`src/hw/rtl/ax25hd_pkg.sv`:
```
`timescale 1ns / 1ps
// ----------------------------------------------------------------------------
// AX.25 header decoder package
// Shared constants, codes and types for the AX.25 frame header decoder.
// ----------------------------------------------------------------------------
package ax25hd_pkg;

  // Sizing of the frame and address fields.
  localparam int unsigned MaxAddressFields = 10;
  localparam int unsigned MaxFrameLen      = 1024;
  localparam int unsigned AddrCntW         = $clog2(MaxAddressFields + 1);
  localparam int unsigned InfoW            = 10;
  localparam int unsigned InfoLimitRaw     = (MaxFrameLen - 1 > 1023) ? 1023 : MaxFrameLen - 1;
  localparam logic [InfoW-1:0] InfoLimit   = InfoW'(InfoLimitRaw);

  // Byte patterns used by the decoder.
  localparam logic [7:0] SsidMask    = 8'h1E;
  localparam logic [7:0] RepeatedBit = 8'h80;
  localparam logic [7:0] CtrlMask    = 8'b1110_1110;
  localparam logic [7:0] CtrlUi      = 8'b0000_0010;
  localparam logic [7:0] CtrlFrmr    = 8'b1000_0110;
  localparam logic [2:0] LastCharPos = 3'd6;

  // Frame section codes.
  localparam logic [2:0] SEC_ADDR   = 3'd0;
  localparam logic [2:0] SEC_CTRL   = 3'd1;
  localparam logic [2:0] SEC_PID    = 3'd2;
  localparam logic [2:0] SEC_INFO   = 3'd3;
  localparam logic [2:0] SEC_IGNORE = 3'd4;

  // Byte class codes.
  localparam logic [2:0] CLS_CHAR    = 3'd0;
  localparam logic [2:0] CLS_SSID    = 3'd1;
  localparam logic [2:0] CLS_CTRL    = 3'd2;
  localparam logic [2:0] CLS_PID     = 3'd3;
  localparam logic [2:0] CLS_INFO    = 3'd4;
  localparam logic [2:0] CLS_IGNORED = 3'd5;

  // Status codes.
  localparam logic [2:0] ST_OK       = 3'd0;
  localparam logic [2:0] ST_DEST     = 3'd1;
  localparam logic [2:0] ST_SOURCE   = 3'd2;
  localparam logic [2:0] ST_VIA      = 3'd3;
  localparam logic [2:0] ST_TOO_MANY = 3'd4;
  localparam logic [2:0] ST_SHORT    = 3'd5;

  // Command/response codes.
  localparam logic [1:0] CR_OLD  = 2'd0;
  localparam logic [1:0] CR_CMD  = 2'd1;
  localparam logic [1:0] CR_RESP = 2'd2;

  // Frame kind codes.
  localparam logic [1:0] FK_NONE  = 2'd0;
  localparam logic [1:0] FK_IUI   = 2'd1;
  localparam logic [1:0] FK_FRMR  = 2'd2;
  localparam logic [1:0] FK_OTHER = 2'd3;

  // Parser state carried from one item to the next.
  typedef struct packed {
    logic [2:0]          byte_in_address;
    logic [AddrCntW-1:0] address_count;
    logic [2:0]          section;
    logic                dest_c_bit;
    logic [1:0]          resp_kind;
    logic [2:0]          error_code;
    logic [1:0]          frame_kind;
    logic [InfoW-1:0]    info_counter;
  } parse_state_t;

  localparam parse_state_t StateReset = '{
    byte_in_address: 3'd0,
    address_count:   '0,
    section:         SEC_ADDR,
    dest_c_bit:      1'b0,
    resp_kind:       CR_OLD,
    error_code:      ST_OK,
    frame_kind:      FK_NONE,
    info_counter:    '0
  };

  // Result of decoding one byte.
  typedef struct packed {
    logic [2:0]       byte_class;
    logic [3:0]       address_index;
    logic [7:0]       decoded_value;
    logic [2:0]       status;
    logic [1:0]       cmd_resp;
    logic [3:0]       hop_count;
    logic [InfoW-1:0] info_length;
  } byte_result_t;

  // A callsign character must be a digit, a capital letter or a space.
  function automatic logic char_ok(input logic [6:0] c);
    char_ok = (c >= 7'h30 && c <= 7'h39) || (c >= 7'h41 && c <= 7'h5A) || (c == 7'h20);
  endfunction

endpackage

```
`src/hw/rtl/ax25hd_decode.sv`:
```
`timescale 1ns / 1ps
// ----------------------------------------------------------------------------
// AX.25 header byte decoder
// Decodes one frame byte against the current parser state and returns the
// result fields together with the next parser state.
// ----------------------------------------------------------------------------
module ax25hd_decode (
  input  logic [7:0]                 frame_byte_i,
  input  logic                       last_byte_i,
  input  ax25hd_pkg::parse_state_t   state_i,
  output ax25hd_pkg::parse_state_t   state_o,
  output ax25hd_pkg::byte_result_t   result_o
);
  import ax25hd_pkg::*;

  parse_state_t      nx;
  logic [2:0]        cls;
  logic [3:0]        idx;
  logic [7:0]        val;
  logic [2:0]        sec_cur;
  logic [2:0]        addr_err;
  logic [AddrCntW-1:0] hops_w;

  always_comb begin
    nx      = state_i;
    cls     = CLS_IGNORED;
    idx     = 4'd0;
    val     = frame_byte_i;
    // A held error forces the rest of the frame to be ignored.
    sec_cur = (state_i.error_code != ST_OK) ? SEC_IGNORE : state_i.section;
    nx.section = sec_cur;

    // Error code for the address currently being parsed.
    if (state_i.address_count == AddrCntW'(0)) begin
      addr_err = ST_DEST;
    end else if (state_i.address_count == AddrCntW'(1)) begin
      addr_err = ST_SOURCE;
    end else begin
      addr_err = ST_VIA;
    end

    unique case (sec_cur)
      SEC_ADDR: begin
        if (state_i.byte_in_address == 3'd0 &&
            state_i.address_count >= AddrCntW'(MaxAddressFields)) begin
          nx.error_code = ST_TOO_MANY;
          nx.section    = SEC_IGNORE;
        end else if (state_i.byte_in_address < LastCharPos) begin
          // Callsign character.
          cls = CLS_CHAR;
          idx = 4'(state_i.address_count);
          if (!frame_byte_i[0] && char_ok(frame_byte_i[7:1])) begin
            val                = {1'b0, frame_byte_i[7:1]};
            nx.byte_in_address = state_i.byte_in_address + 3'd1;
          end else begin
            val           = 8'd0;
            nx.error_code = addr_err;
            nx.section    = SEC_IGNORE;
          end
        end else begin
          // SSID byte closes the address.
          cls                = CLS_SSID;
          idx                = 4'(state_i.address_count);
          val                = (frame_byte_i & SsidMask) >> 1;
          nx.byte_in_address = 3'd0;
          if (state_i.address_count == AddrCntW'(0)) begin
            if (frame_byte_i[0]) begin
              nx.error_code = ST_DEST;
              nx.section    = SEC_IGNORE;
            end else begin
              nx.dest_c_bit    = frame_byte_i[7];
              nx.address_count = AddrCntW'(1);
            end
          end else begin
            if (state_i.address_count == AddrCntW'(1)) begin
              if (state_i.dest_c_bit) begin
                nx.resp_kind = frame_byte_i[7] ? CR_OLD : CR_CMD;
              end else begin
                nx.resp_kind = frame_byte_i[7] ? CR_RESP : CR_OLD;
              end
            end else begin
              val = val | (frame_byte_i & RepeatedBit);
            end
            nx.address_count = state_i.address_count + AddrCntW'(1);
            if (frame_byte_i[0]) begin
              nx.section = SEC_CTRL;
            end
          end
        end
      end
      SEC_CTRL: begin
        cls = CLS_CTRL;
        if (!frame_byte_i[0] || (frame_byte_i & CtrlMask) == CtrlUi) begin
          nx.frame_kind = FK_IUI;
          nx.section    = SEC_PID;
        end else if ((frame_byte_i & CtrlMask) == CtrlFrmr) begin
          nx.frame_kind = FK_FRMR;
          nx.section    = SEC_INFO;
        end else begin
          nx.frame_kind = FK_OTHER;
          nx.section    = SEC_IGNORE;
        end
      end
      SEC_PID: begin
        cls        = CLS_PID;
        nx.section = SEC_INFO;
      end
      SEC_INFO: begin
        cls = CLS_INFO;
        if (state_i.info_counter < InfoLimit) begin
          nx.info_counter = state_i.info_counter + InfoW'(1);
        end
      end
      default: begin
        cls = CLS_IGNORED;
      end
    endcase

    // Frame ended before the header was complete.
    if (last_byte_i && nx.error_code == ST_OK &&
        (nx.section == SEC_ADDR || nx.section == SEC_CTRL || nx.section == SEC_PID)) begin
      nx.error_code = ST_SHORT;
    end

    hops_w = (nx.address_count >= AddrCntW'(2)) ? nx.address_count - AddrCntW'(2) : '0;
  end

  assign state_o                = nx;
  assign result_o.byte_class    = cls;
  assign result_o.address_index = idx;
  assign result_o.decoded_value = val;
  assign result_o.status        = nx.error_code;
  assign result_o.cmd_resp      = nx.resp_kind;
  assign result_o.hop_count     = 4'(hops_w);
  assign result_o.info_length   = nx.info_counter;

endmodule

```
`src/hw/rtl/ax25_frame_header_decoder.sv`:
```
`timescale 1ns / 1ps
// ----------------------------------------------------------------------------
// AX.25 frame header decoder
// Parses a raw AX.25 frame one byte per item and reports each byte's class,
// decoded value and the running frame status.
// ----------------------------------------------------------------------------
// Datapath: an accepted item is held in the input register, then decode logic
// writes its result into the result register.
// Throughput: one item per cycle; the input register and the result register
// advance together whenever the result register is empty or being taken.
// Reset: rst_ni clears the parser state and all valid flags; the parser also
// returns to its reset state after every item marked with tlast.
module ax25_frame_header_decoder (
  input  logic        clk_i,
  input  logic        rst_ni,
  input  logic        s_axis_tvalid,
  output logic        s_axis_tready,
  input  logic [7:0]  s_axis_tdata,   // [7:0] frame_byte
  input  logic        s_axis_tlast,   // last_byte
  output logic        m_axis_tvalid,
  input  logic        m_axis_tready,
  output logic [31:0] m_axis_tdata,   // [3:0] address_index, [11:4] decoded_value,
                                      // [14:12] status, [16:15] cmd_resp,
                                      // [20:17] hop_count, [30:21] info_length, [31] 0
  output logic [2:0]  m_axis_tuser,   // [2:0] byte_class
  output logic        m_axis_tlast    // frame_end
);
  import ax25hd_pkg::*;

  logic         in_valid_q;
  logic [7:0]   in_byte_q;
  logic         in_last_q;
  logic         out_valid_q;
  logic         out_last_q;
  byte_result_t out_res_q;
  parse_state_t state_q;
  parse_state_t state_next;
  byte_result_t res_next;
  logic         advance;

  // The pipeline moves when the result register can take a new item.
  assign advance       = !out_valid_q || m_axis_tready;
  assign s_axis_tready = !in_valid_q || advance;

  ax25hd_decode u_decode (
    .frame_byte_i (in_byte_q),
    .last_byte_i  (in_last_q),
    .state_i      (state_q),
    .state_o      (state_next),
    .result_o     (res_next)
  );

  // Input register.
  always_ff @(posedge clk_i or negedge rst_ni) begin
    if (!rst_ni) begin
      in_valid_q <= 1'b0;
    end else if (s_axis_tready) begin
      in_valid_q <= s_axis_tvalid;
    end
  end

  always_ff @(posedge clk_i) begin
    if (s_axis_tvalid && s_axis_tready) begin
      in_byte_q <= s_axis_tdata;
      in_last_q <= s_axis_tlast;
    end
  end

  // Parser state and result valid flag.
  always_ff @(posedge clk_i or negedge rst_ni) begin
    if (!rst_ni) begin
      out_valid_q <= 1'b0;
      state_q     <= StateReset;
    end else if (advance) begin
      out_valid_q <= in_valid_q;
      if (in_valid_q) begin
        state_q <= in_last_q ? StateReset : state_next;
      end
    end
  end

  // Result register payload.
  always_ff @(posedge clk_i) begin
    if (advance && in_valid_q) begin
      out_res_q  <= res_next;
      out_last_q <= in_last_q;
    end
  end

  assign m_axis_tvalid = out_valid_q;
  assign m_axis_tlast  = out_last_q;
  assign m_axis_tuser  = out_res_q.byte_class;
  assign m_axis_tdata  = {1'b0, out_res_q.info_length, out_res_q.hop_count,
                          out_res_q.cmd_resp, out_res_q.status,
                          out_res_q.decoded_value, out_res_q.address_index};

  // A held error of any kind always parks the parser.
  a_error_parks: assert property (@(posedge clk_i) disable iff (!rst_ni)
    state_q.error_code != ST_OK |-> state_q.section == SEC_IGNORE)
    else $error("error held outside the ignore section");

  // The parser restarts after the last item of a frame.
  a_frame_restart: assert property (@(posedge clk_i) disable iff (!rst_ni)
    (advance && in_valid_q && in_last_q) |=>
      (state_q.section == SEC_ADDR && state_q.error_code == ST_OK &&
       state_q.address_count == '0 && state_q.info_counter == '0))
    else $error("parser state not cleared after frame end");

  // The character position never runs past the SSID byte.
  a_char_pos: assert property (@(posedge clk_i) disable iff (!rst_ni)
    state_q.byte_in_address <= LastCharPos)
    else $error("byte position within address out of range");

  // At most eight via hops are ever reported.
  a_hop_range: assert property (@(posedge clk_i) disable iff (!rst_ni)
    m_axis_tvalid |-> m_axis_tdata[20:17] <= 4'(MaxAddressFields - 2))
    else $error("hop count out of range");

  // An empty result register never blocks the input side.
  a_no_stall: assert property (@(posedge clk_i) disable iff (!rst_ni)
    !out_valid_q |-> s_axis_tready)
    else $error("input stalled while the result register is empty");

endmodule
```
`config.mk`:
```
export PLATFORM = sky130hd
export DESIGN_NAME = ax25_frame_header_decoder
export DESIGN_NICKNAME = d
export VERILOG_FILES = /design/src/hw/rtl/ax25hd_pkg.sv /design/src/hw/rtl/ax25hd_decode.sv /design/src/hw/rtl/ax25_frame_header_decoder.sv
export SDC_FILE = /design/constraint.sdc
export NUM_CORES = 1
export LEC_CHECK = 0
export BUFFER_PORTS_ARGS = -buffer_cell sky130_fd_sc_hd__buf_2
export CAP_MARGIN = 20
export CORE_MARGIN = 3
export CORE_UTILIZATION = 40
export CTS_CLUSTER_SIZE = 12
export DETAILED_ROUTE_END_ITERATION = 12
export PLACE_DENSITY = 0.69
export SLEW_MARGIN = 20
export SYNTH_ARGS = -nofsm -noshare
export SYNTH_HDL_FRONTEND = slang
export SYNTH_SLANG_ARGS = --single-unit
```
`constraint.sdc`:
```
create_clock -name clk_i -period 7.4 [get_ports clk_i]
set_clock_uncertainty 0.1 [all_clocks]
set_input_delay 0.74 -clock clk_i [delete_from_list [all_inputs] [get_ports clk_i]]
set_output_delay 0.74 -clock clk_i [all_outputs]
set_load 0.05 [all_outputs]
```
==> impl_results.md, run 1 <==
* Total track usage at 15.0%
* Nets at 399
* Synth top area share at 35.9%
* Ys async rst share at 38.9%
* Max cap viols at 0
* Post-synthesis adder-cell area fraction at 2.72%
* Pin count of the biggest net entering global routing at 52
* Core area at 8850 um^2
* CTS H-tree depth at 3
* Worst EP required at 7.37 ns
* Util after Layout at 46.5%
* Ranking of synthesized cells by area: edfxtp_1, dfrtp_1, nand2_1
* Critical Path Max Stage Delay at 0.81 ns
* Initial core utilization at 41.6%
* Worst Reg2Reg Path Length in Cells at 8
* Post-synthesis register bit count at 72
* Ys flop type: edfxtp_1
* Final wirelength at 7310 um
* Crit-path most repeated cell: nor3_1
* Die width at 102 um
* R2R Path Start: state_q[21]
* Clock Latency Late Sink at 0.34 ns
* Post-synth EDFFs at 44
* Die Ht at 102 um
* DRC violations left at 0
* Multiplexer share of the synthesized area at 1.94%
* Min Clock Period, post-route at 3.19 ns
* Largest family of logic cells by synthesized area: simple AND/OR/NAND/NOR gates
* Slew @ Worst Pin at 0.997 ns
* First-pass GRT wire length at 12300 um
* CP Capture Type: flip-flop
* Setup bufs post-CTS at 0
* Fmax at 314 MHz
* Initial antenna violation count at 0
* RSZ-0062 raised after global routing: false
* Slew headroom at 33.4%
* Share of cells above drive strength 1 at 19.8%
* Cts hold-fix bufs at 0
* Std-Cell Rows at 34
* Unique masters post-synth at 69
* Post-CTS Resized at 0
* Post-DP HPWL at 5010 um
* Critical-path cell list: inv_1 > ha_1 > nor3_1 > nor3_1 > or2_0 > nor4_1 > nor3_1 > o21ai_0
* Drt wl/cell at 14.9 um
* I/O Pins at 51
* Worst-path fanout max at 15
* # diodes at 0
* TNS Setup at 0 ns
* CP bufs+invs at 1
* Outcome: completed
* Simple-Gate Fraction of Synth Area at 17.8%
* Post-Syn Nets at 357
* Area Overhead vs Synth at 11.8%
* Pleak at 0.00168 uW
* Worst path depth at 8
* Pre-CTS setup slack at 3.98 ns
* Root Buffer: clkbuf_8
* Family with the most delay on the worst path: simple AND/OR/NAND/NOR gates
* Via count at 2691
* Synthesized area per cell at 11.0 um^2
* Slew Viols, Final at 0
* CP Launch Type: flip-flop
* CP Class: flip-flop to flip-flop
* Worst R2R Setup Slack at 4.21 ns
* Crit path to: m_axis_tdata[12]
* CP max stage cell: or2_0
* # port buffers at 49
* Die area at 10400 um^2
* Vias in the first global route at 2548
* Final Hold Viols at 0
* Num CTS Buffers at 9
* Worst min path class: input pin to async pin
* Gate count of the mapped netlist at 336
* Fin crit share at 43.1%
* Clock-pin slew on the worst setup and hold paths at 0.07 ns
* Compound-Gate Fraction of Synth Area at 16.2%
* Xor/xnor share of the synthesized area at 1.67%
* Top cells by count, synth: edfxtp_1, nand2_1, dfrtp_1
* Total chip power at 1120 uW
* Cell area after synthesis at 3680 um^2
* Leading area contributor after synthesis: edfxtp_1
* Max clock buf depth at 2
* Register area share after synthesis at 54.9%
* Total global routing overflow at 0
* Critical Path Start: state_q[21]
* ANT nets after route at 0
* Worst EP arrival at 3.16 ns
* Post-route setup slack at 4.21 ns
* # clock sinks at 72
* VDD IR max at 0.111 mV
* Final GP Congestion at 0.804
* Synth warn at 0
* Hold_ws at 0.320 ns
* Power per cell area at 273 nW/um^2
* Worst R2R End: m_axis_tdata[12]
* Pre-Repair DR Iteration Count at 4
* Initial drt markers at 172
* Vias per Instance at 5.48
* CTS tree: built
* # setup viols final at 0
[final cells by class]
| type | instances | area [um^2] |
|---|---|---|
| timing repair buffer | 49 | 245 |
| sequential | 72 | 2020 |
| tap | 108 | 135 |
| multi-input combinational | 236 | 1490 |
| clock inverter | 6 | 60.1 |
| inverter | 10 | 37.5 |
| fill | 861 | 4730 |
| clock buffer | 10 | 128 |
[power breakdown]
part	switching [uW]	internal (uW)	total, uW
combinational	224	82.1	307
clock	144	154	298
sequential	33.5	486	519
[registers in the layout (all words and copies together) (netlist names)]
signal,cells
m_axis_tdata,31
state_q,26
in_byte_q,8
m_axis_tuser,3
in_last_q,1
in_valid_q,1
m_axis_tlast,1
m_axis_tvalid,1
[stage by stage]
| stage | cells | area, um^2 |
|---|---|---|
| after floorplan | 336 | 3680 |
| after global placement | 475 | 3930 |
| after detailed placement | 475 | 3930 |
| after CTS | 491 | 4120 |
| after global routing | 491 | 4120 |
| final | 491 | 4120 |
[per-layer routing]
layer | GRT usage [%] | vias to the layer above | part of all wire (%)
li1 | - | 1329 | -
met1 | 19.2 | 1294 | 45
met5 | 0 | - | 0
met4 | 4.64 | 0 | 0.98
met3 | 3.82 | 6 | 4.3
met2 | 25.2 | 62 | 50
[worst min path at each step]
stage,from,end,slack [ns]
global placement,state_q[15],state_q[15],0.36
global route,rst_ni,state_q[3],0.36
detailed placement,state_q[15],state_q[15],0.37
finish,rst_ni,in_valid_q,0.32
CTS,rst_ni,state_q[3],0.33
floorplan,rst_ni,in_valid_q,0.34
[placed cells by master, fill, tap and decap left out, types with 3 or more instances in the layout]
cell type	instances
o21ai_0	17
nor3_1	8
nand2_1	44
dfrtp_1	28
ha_1	8
o22ai_1	3
xnor2_1	4
clkbuf_8	9
nor2_1	21
inv_1	9
and2_1	3
xor2_1	3
nand2b_1	9
nor2b_1	6
a21oi_1	18
buf_2	49
a22o_1	8
nand4_1	3
mux2i_1	6
nor4_1	3
a31oi_1	7
nand3_1	5
and3_1	7
o21ai_1	7
edfxtp_1	44
[cell families after synthesis]
logic type | after synthesis
simple gates | 125
fa+ha+maj | 8
xor+xnor | 7
mux | 7
compound gates | 88
other cells | 1
flops | 72
buf+inv | 28
[worst register-to-register path: cells and delay by family, from the launching register on]
kind,cells,cell delay [ns]
AND/OR/NAND/NOR,5,1.86
AO/OA/AOI/OAI,1,0.16
adder cells (fa/ha/maj),1,0.17
buffers and inverters,1,0.17
flip-flops,1,0.45
Note: power is estimated with default switching activity, not from simulation.
==> run 2: changes to the inputs <==
--- a/config.mk
+++ b/config.mk
@@ -11,7 +11,7 @@
 export CORE_UTILIZATION = 40
 export CTS_CLUSTER_SIZE = 12
 export DETAILED_ROUTE_END_ITERATION = 12
-export PLACE_DENSITY = 0.69
+export PLACE_DENSITY = 0.71
 export SLEW_MARGIN = 20
 export SYNTH_ARGS = -nofsm -noshare
 export SYNTH_HDL_FRONTEND = slang
==> constraint.sdc (replaced) <==
create_clock -name clk_i -period 2.8 [get_ports clk_i]
set_clock_uncertainty 0.1 [all_clocks]
set_input_delay 0.28 -clock clk_i [delete_from_list [all_inputs] [get_ports clk_i]]
set_output_delay 0.28 -clock clk_i [all_outputs]
set_load 0.05 [all_outputs]
==> run 2 against run 1 <==
Against the previous run: via count is 3.6% higher; utilization is 1.4 points higher; global-route usage is 1.6 points higher; total power grew to 2.7 times the previous value; largest cell class unchanged; critical path depth is 2 lower; first-iteration DRC count is 22% higher; worst setup slack worse by 3.9 ns; non-clock buffer count is 16 higher; final area is 3.0% higher; sequential cell count stayed put; critical endpoint unchanged; critical path type unchanged; worst hold slack worse by 0.30 ns; register-to-register slack worse by 3.9 ns.
==> impl_results.md, run 2 (synthesis results as in run 1) <==
* RSZ-0062 raised after global routing: false
* Critical Path Max Stage Delay at 0.56 ns (-0.25 ns)
* Worst R2R End: m_axis_tdata[12]
* Max cap viols at 0 (unchanged)
* Initial antenna violation count at 0 (unchanged)
* # setup viols final at 0 (unchanged)
* Max reg flops at 31 (unchanged)
* Std-Cell Rows at 34 (unchanged)
* First-pass GRT wire length at 13400 um (+8.9%)
* WHS Path Cells at 1
* Die area at 10400 um^2 (unchanged)
* Clock-pin slew on the worst setup and hold paths at 0.07 ns (about the same)
* VDD IR max at 0.292 mV (+160%)
* Post-CTS Resized at 0 (unchanged)
* Final wirelength at 8040 um (+10%)
* Top reg by flops: m_axis_tdata
* CTS H-tree depth at 3 (unchanged)
* Total chip power at 3020 uW (+170%)
* # diodes at 0 (unchanged)
* Fmax at 394 MHz (+26%)
* Root Buffer: clkbuf_8
* # clock sinks at 72 (unchanged)
* Placed Cells at 487 (+2.5%)
* Drt wl/cell at 15.9 um (+6.5%)
* Num CTS Buffers at 9 (unchanged)
* CP bufs+invs at 0 (-1)
* Outcome: completed
* Initial core utilization at 41.6% (unchanged)
* WHS Endpoint: in_byte_q[0]
* Hold_ws at 0.0175 ns (-0.303 ns)
* Die width at 102 um (unchanged)
* CP Class: flip-flop to flip-flop
* ANT nets after route at 0 (unchanged)
* Slew headroom at 48.1% (+15 points)
* Vias in the first global route at 2725 (+6.9%)
* DRC violations left at 0 (unchanged)
* Post-DP HPWL at 5630 um (+12%)
* Vias per Instance at 5.50 (+0.30%)
* Pleak at 0.00176 uW (+4.6%)
* Max clock buf depth at 2 (unchanged)
* Most common cell after layout, fill and taps aside: buf_2
* R2R Path Start: in_byte_q[2]
* CP Capture Type: flip-flop
* Total track usage at 16.6% (+1.6 points)
* CP Launch Type: flip-flop
* Via count at 2787 (+3.6%)
* Slew @ Worst Pin at 0.775 ns (-0.222 ns)
* I/O Pins at 51 (unchanged)
* Min Clock Period, post-route at 2.54 ns (-0.654 ns)
* Share of cells above drive strength 1 at 21.8% (+2.0 points)
* Startpoint of the worst hold path: s_axis_tdata[0]
* Worst EP required at 2.78 ns (-4.59 ns)
* Commonest non-fill, non-tap cells in the layout: buf_2, nand2_1, edfxtp_1
* Pre-Repair DR Iteration Count at 5 (+1)
* Family with the most delay on the worst path: compound AO/OA/AOI/OAI gates
* Final GP Congestion at 0.934 (+16%)
* Power per cell area at 712 nW/um^2 (+160%)
* Worst EP arrival at 2.52 ns (-0.64 ns)
* Biggest regs: m_axis_tdata: 31 flops, state_q: 26 flops, in_byte_q: 8 flops
* Slew Viols, Final at 0 (unchanged)
* Clock Latency Late Sink at 0.34 ns (about the same)
* Layout Cells excl Fill at 507 (+3.3%)
* Pin count of the biggest net entering global routing at 33 (-37%)
* TNS Setup at 0 ns (unchanged)
* Worst Reg2Reg Path Length in Cells at 6 (-2)
* Fin crit share at 90.6% (+47 points)
* CP max stage cell: or4_1
* Area Overhead vs Synth at 15.2%
* Initial drt markers at 210 (+22%)
* Critical-path cell list: or4_1 > o22ai_1 > o22a_1 > a221oi_1 > o31ai_1 > o21ai_0
* Final Hold Viols at 0 (unchanged)
* # port buffers at 49 (unchanged)
* Core area at 8850 um^2 (unchanged)
* CTS tree: built
* Die Ht at 102 um (unchanged)
* Worst R2R Setup Slack at 0.26 ns (-3.95 ns)
* Nets at 415 (+4.0%)
* Total global routing overflow at 0 (unchanged)
* Critical Path Start: in_byte_q[2]
* Worst min path class: input pin to flip-flop
* Worst-path fanout max at 7 (-8)
[run 2: cell type report]
| type | count | area (um^2) |
|---|---|---|
| Tap cell | 108 | 135 |
| Multi-Input combinational cell | 236 | 1490 |
| Clock inverter | 4 | 45.0 |
| Timing Repair Buffer | 65 | 375 |
| Fill cell | 835 | 4610 |
| Inverter | 10 | 37.5 |
| Clock buffer | 12 | 135 |
| Sequential cell | 72 | 2020 |
[run 2: layer usage]
metal / share of wire (%) / vias up / global-route usage [%]
met4: 1.6 / 0 / 5.55
met5: 0 / - / 0
met2: 49 / 83 / 27.0
met3: 4.5 / 16 / 4.16
met1: 45 / 1334 / 21.7
li1: - / 1354 / -
[run 2: how the worst max path moves through the flow]
stage,depth (start not counted),endpoint,slack [ns]
2_1_floorplan,6,state_q[13],0.06
3_3_place_gp,6,m_axis_tdata[12],0.36
3_5_place_dp,6,m_axis_tdata[12],0.28
4_1_cts,6,m_axis_tdata[12],0.28
5_1_grt,7,state_q[15],0.02
6_report,6,m_axis_tdata[12],0.26
[run 2: report_power, final]
part | switching, uW | internal, uW
registers | 82.0 | 1280
logic | 613 | 257
clock network | 375 | 408
total | 1070 | 1950
[run 2: stage by stage]
step | worst slack [ns] | util [%] | area, um^2
after floorplan | 0.0591 | - | 3680
after global placement | 0.363 | 45.4 | 4020
after detailed placement | 0.279 | 45.4 | 4020
after CTS | 0.283 | 47.8 | 4230
after global routing | 0.0194 | 47.9 | 4240
final | 0.264 | 47.9 | 4240
[run 2: repair_timing]
action	in CTS	in global routing
buffers inserted	0	0
endpoints found under the hold margin	30	1
setup endpoints to repair	0	0
hold buffers	3	1
==> run 3: changes to the inputs <==
--- a/config.mk
+++ b/config.mk
@@ -7,11 +7,13 @@
 export LEC_CHECK = 0
 export BUFFER_PORTS_ARGS = -buffer_cell sky130_fd_sc_hd__buf_2
 export CAP_MARGIN = 20
+export CELL_PAD_IN_SITES_DETAIL_PLACEMENT = 2
+export CELL_PAD_IN_SITES_GLOBAL_PLACEMENT = 2
 export CORE_MARGIN = 3
-export CORE_UTILIZATION = 40
+export CORE_UTILIZATION = 34
 export CTS_CLUSTER_SIZE = 12
 export DETAILED_ROUTE_END_ITERATION = 12
-export PLACE_DENSITY = 0.71
+export PLACE_DENSITY = 0.86
 export SLEW_MARGIN = 20
 export SYNTH_ARGS = -nofsm -noshare
 export SYNTH_HDL_FRONTEND = slang
==> run 3 against run 2 <==
Against the previous run: maximum frequency fell by 1.7%; non-clock buffer count rose by 3; worst setup slack got worse by 0.044 ns; routed wire length rose by 39%; cell count rose by 6.1%; register-to-register slack got worse by 0.04 ns; first-iteration DRC count fell by 9.0%; sequential cell count did not move; sequential power barely moved; via count rose by 6.0%; critical path type unchanged; combinational power rose by 8.4%; worst hold slack improved by 0.014 ns.
==> impl_results.md, run 3 (synthesis results as in run 1) <==
* Outcome: completed
* # setup viols final at 0 (unchanged)
* # port buffers at 49 (unchanged)
* Critical Path Max Stage Delay at 0.57 ns (about the same)
* Sw power at 1150 uW (+7.8%)
* Final wirelength at 11200 um (+39%)
* Max clock buf depth at 2 (unchanged)
* # clock sinks at 72 (unchanged)
* Filler Cell Count at 1106 (+32%)
* Max cap viols at 0 (unchanged)
* Final GP Congestion at 0.870 (-6.8%)
* Top reg by flops: m_axis_tdata
* Slew Viols, Final at 0 (unchanged)
* Drt wl/cell at 20.7 um (+31%)
* CP Capture Type: flip-flop
* Worst EP arrival at 2.55 ns (+0.03 ns)
* CP bufs+invs at 0 (unchanged)
* Internal power at 1910 uW (-2.1%)
* Min Clock Period, post-route at 2.58 ns (+0.0439 ns)
* Critical-path cell list: or4_1 > o22ai_1 > o22a_1 > a221oi_1 > o31ai_2 > o21ai_0
* Most common cell after layout, fill and taps aside: buf_2
* Initial antenna violation count at 0 (unchanged)
* Num CTS Buffers at 9 (unchanged)
* Biggest regs: m_axis_tdata: 31 flops, state_q: 26 flops, in_byte_q: 8 flops
* Final Hold Viols at 0 (unchanged)
* Core area at 10400 um^2 (+18%)
* Vias per Instance at 5.49 (about the same)
* Nets at 418 (+0.72%)
* Hold_ws at 0.0314 ns (+0.0139 ns)
* Initial drt markers at 191 (-9.0%)
* CP Class: flip-flop to flip-flop
* Combinational Power Share at 30.8% (+2.0 points)
* Worst EP required at 2.77 ns (about the same)
* Commonest non-fill, non-tap cells in the layout: buf_2, nand2_1, edfxtp_1
* Clock Latency Late Sink at 0.35 ns (about the same)
* Clock power share at 24.2% (-1.8 points)
* CP max stage cell: or4_1
* Post-route setup slack at 0.220 ns (-0.0439 ns)
* Register share of total power at 45.0% (-0.2 points)
* Clock-pin slew on the worst setup and hold paths at 0.07 ns (about the same)
* CTS H-tree depth at 3 (unchanged)
* Via count at 2955 (+6.0%)
* Std-Cell Rows at 37 (+8.8%)
* Fmax at 388 MHz (-1.7%)
* Worst-path fanout max at 7 (unchanged)
* Total global routing overflow at 0 (unchanged)
* Post-DP HPWL at 7730 um (+37%)
* Root Buffer: clkbuf_8
* Fin crit share at 92.1% (+1.6 points)
* VDD IR max at 0.281 mV (-3.8%)
* Worst min path class: input pin to flip-flop
* I/O Pins at 51 (unchanged)
* Sw frac at 37.7% (+2.2 points)
* CP Launch Type: flip-flop
* Power per cell area at 708 nW/um^2 (-0.55%)
* Area Overhead vs Synth at 17.4%
* Pin count of the biggest net entering global routing at 29 (-12%)
* Die area at 12100 um^2 (+17%)
* # diodes at 0 (unchanged)
* Die width at 110 um (+8.0%)
* DRC violations left at 0 (unchanged)
* Pre-CTS setup slack at 0.223 ns (-0.0562 ns)
* Pleak at 0.00178 uW (+1.0%)
* ANT nets after route at 0 (unchanged)
* Family with the most delay on the worst path: compound AO/OA/AOI/OAI gates
* Slew headroom at 53.7% (+5.6 points)
* CTS tree: built
* Pre-Repair DR Iteration Count at 4 (-1)
* Share of cells above drive strength 1 at 22.9% (+1.1 points)
* Die Ht at 110 um (+8.0%)
* First-pass GRT wire length at 18100 um (+35%)
* Max reg flops at 31 (unchanged)
* Initial core utilization at 35.3% (-6.3 points)
* Vias in the first global route at 3238 (+19%)
* Total track usage at 20.0% (+3.4 points)
* Slew @ Worst Pin at 0.694 ns (-0.0813 ns)
* Setup bufs post-CTS at 0 (unchanged)
## run 3: changes by cell type in the layout (fill, tap and decap cells not counted), sizes merged
cell         delta
dlygate4sd3     +2
clkinv          +1
bufinv          -1
buf             +1
## run 3: final cells by class
cell class / count / area, um^2 / area share [%]
flip-flops and latches: 72 / 2020 / 46.8
clock inverters: 4 / 18.8 / 0.434
repair buffers: 68 / 403 / 9.32
well taps: 136 / 170 / 3.94
inverters: 10 / 37.5 / 0.868
multi-input cells: 236 / 1520 / 35.1
clock buffers: 12 / 155 / 3.59
## run 3: power groups by stage
stage                     Clock (uW)  Sequential, uW  Combinational [uW]
after floorplan                    0            1620                 398
after global placement             0            1380                 866
after detailed placement           0            1390                 904
after CTS                        757            1370                 924
after global routing             811            1390                1020
final                            741            1380                 943
## run 3: timing repair
item,CTS,global route
hold endpoints to repair,31,2
setup endpoints to repair,0,5
hold buffers,4,2
gates resized for setup,0,4
## run 3: per-layer routing
layer / global-route usage, % / share of wire (%) / wire length [um]
met1: 24.6 / 41 / 4550
met2: 34.4 / 53 / 5910
met3: 4.83 / 4.2 / 469
met4: 6.41 / 2.0 / 226
met5: 0 / 0 / 0
## run 3: worst paths after layout
| kind | from | endpoint | slack [ns] | cells past startpoint |
|---|---|---|---|---|
| setup / recovery | in_byte_q[2] | m_axis_tdata[12] | 0.22 | 6 |
| min in group asynchronous | rst_ni | state_q[18] | 0.41 | 2 |
| hold / removal | s_axis_tdata[3] | in_byte_q[3] | 0.03 | 1 |
| hold reg to reg | state_q[25] | state_q[25] | 0.42 | 1 |
| setup reg to reg | in_byte_q[2] | m_axis_tdata[12] | 0.22 | 6 |
| max in group asynchronous | rst_ni | state_q[22] | 1.74 | 2 |
## run 3: through the flow
step / util (%) / power (uW) / instances / cell area, um^2 / TNS (ns)
global route: 41.5 / 3220 / 538 / 4320 / -0.00479
CTS: 41.0 / 3050 / 536 / 4280 / 0
global placement: 39.0 / 2250 / 516 / 4060 / 0
finish: 41.5 / 3060 / 538 / 4320 / 0
floorplan: - / 2020 / 336 / 3680 / 0
detailed placement: 39.0 / 2290 / 516 / 4060 / 0
## run 3: worst reg2reg max path: stages (launching register included)
cell and delay (ns):
edfxtp_1 0.52, or4_1 0.57, o22ai_1 0.25, o22a_1 0.20, a221oi_1 0.09, o31ai_2 0.38
o21ai_0 0.19
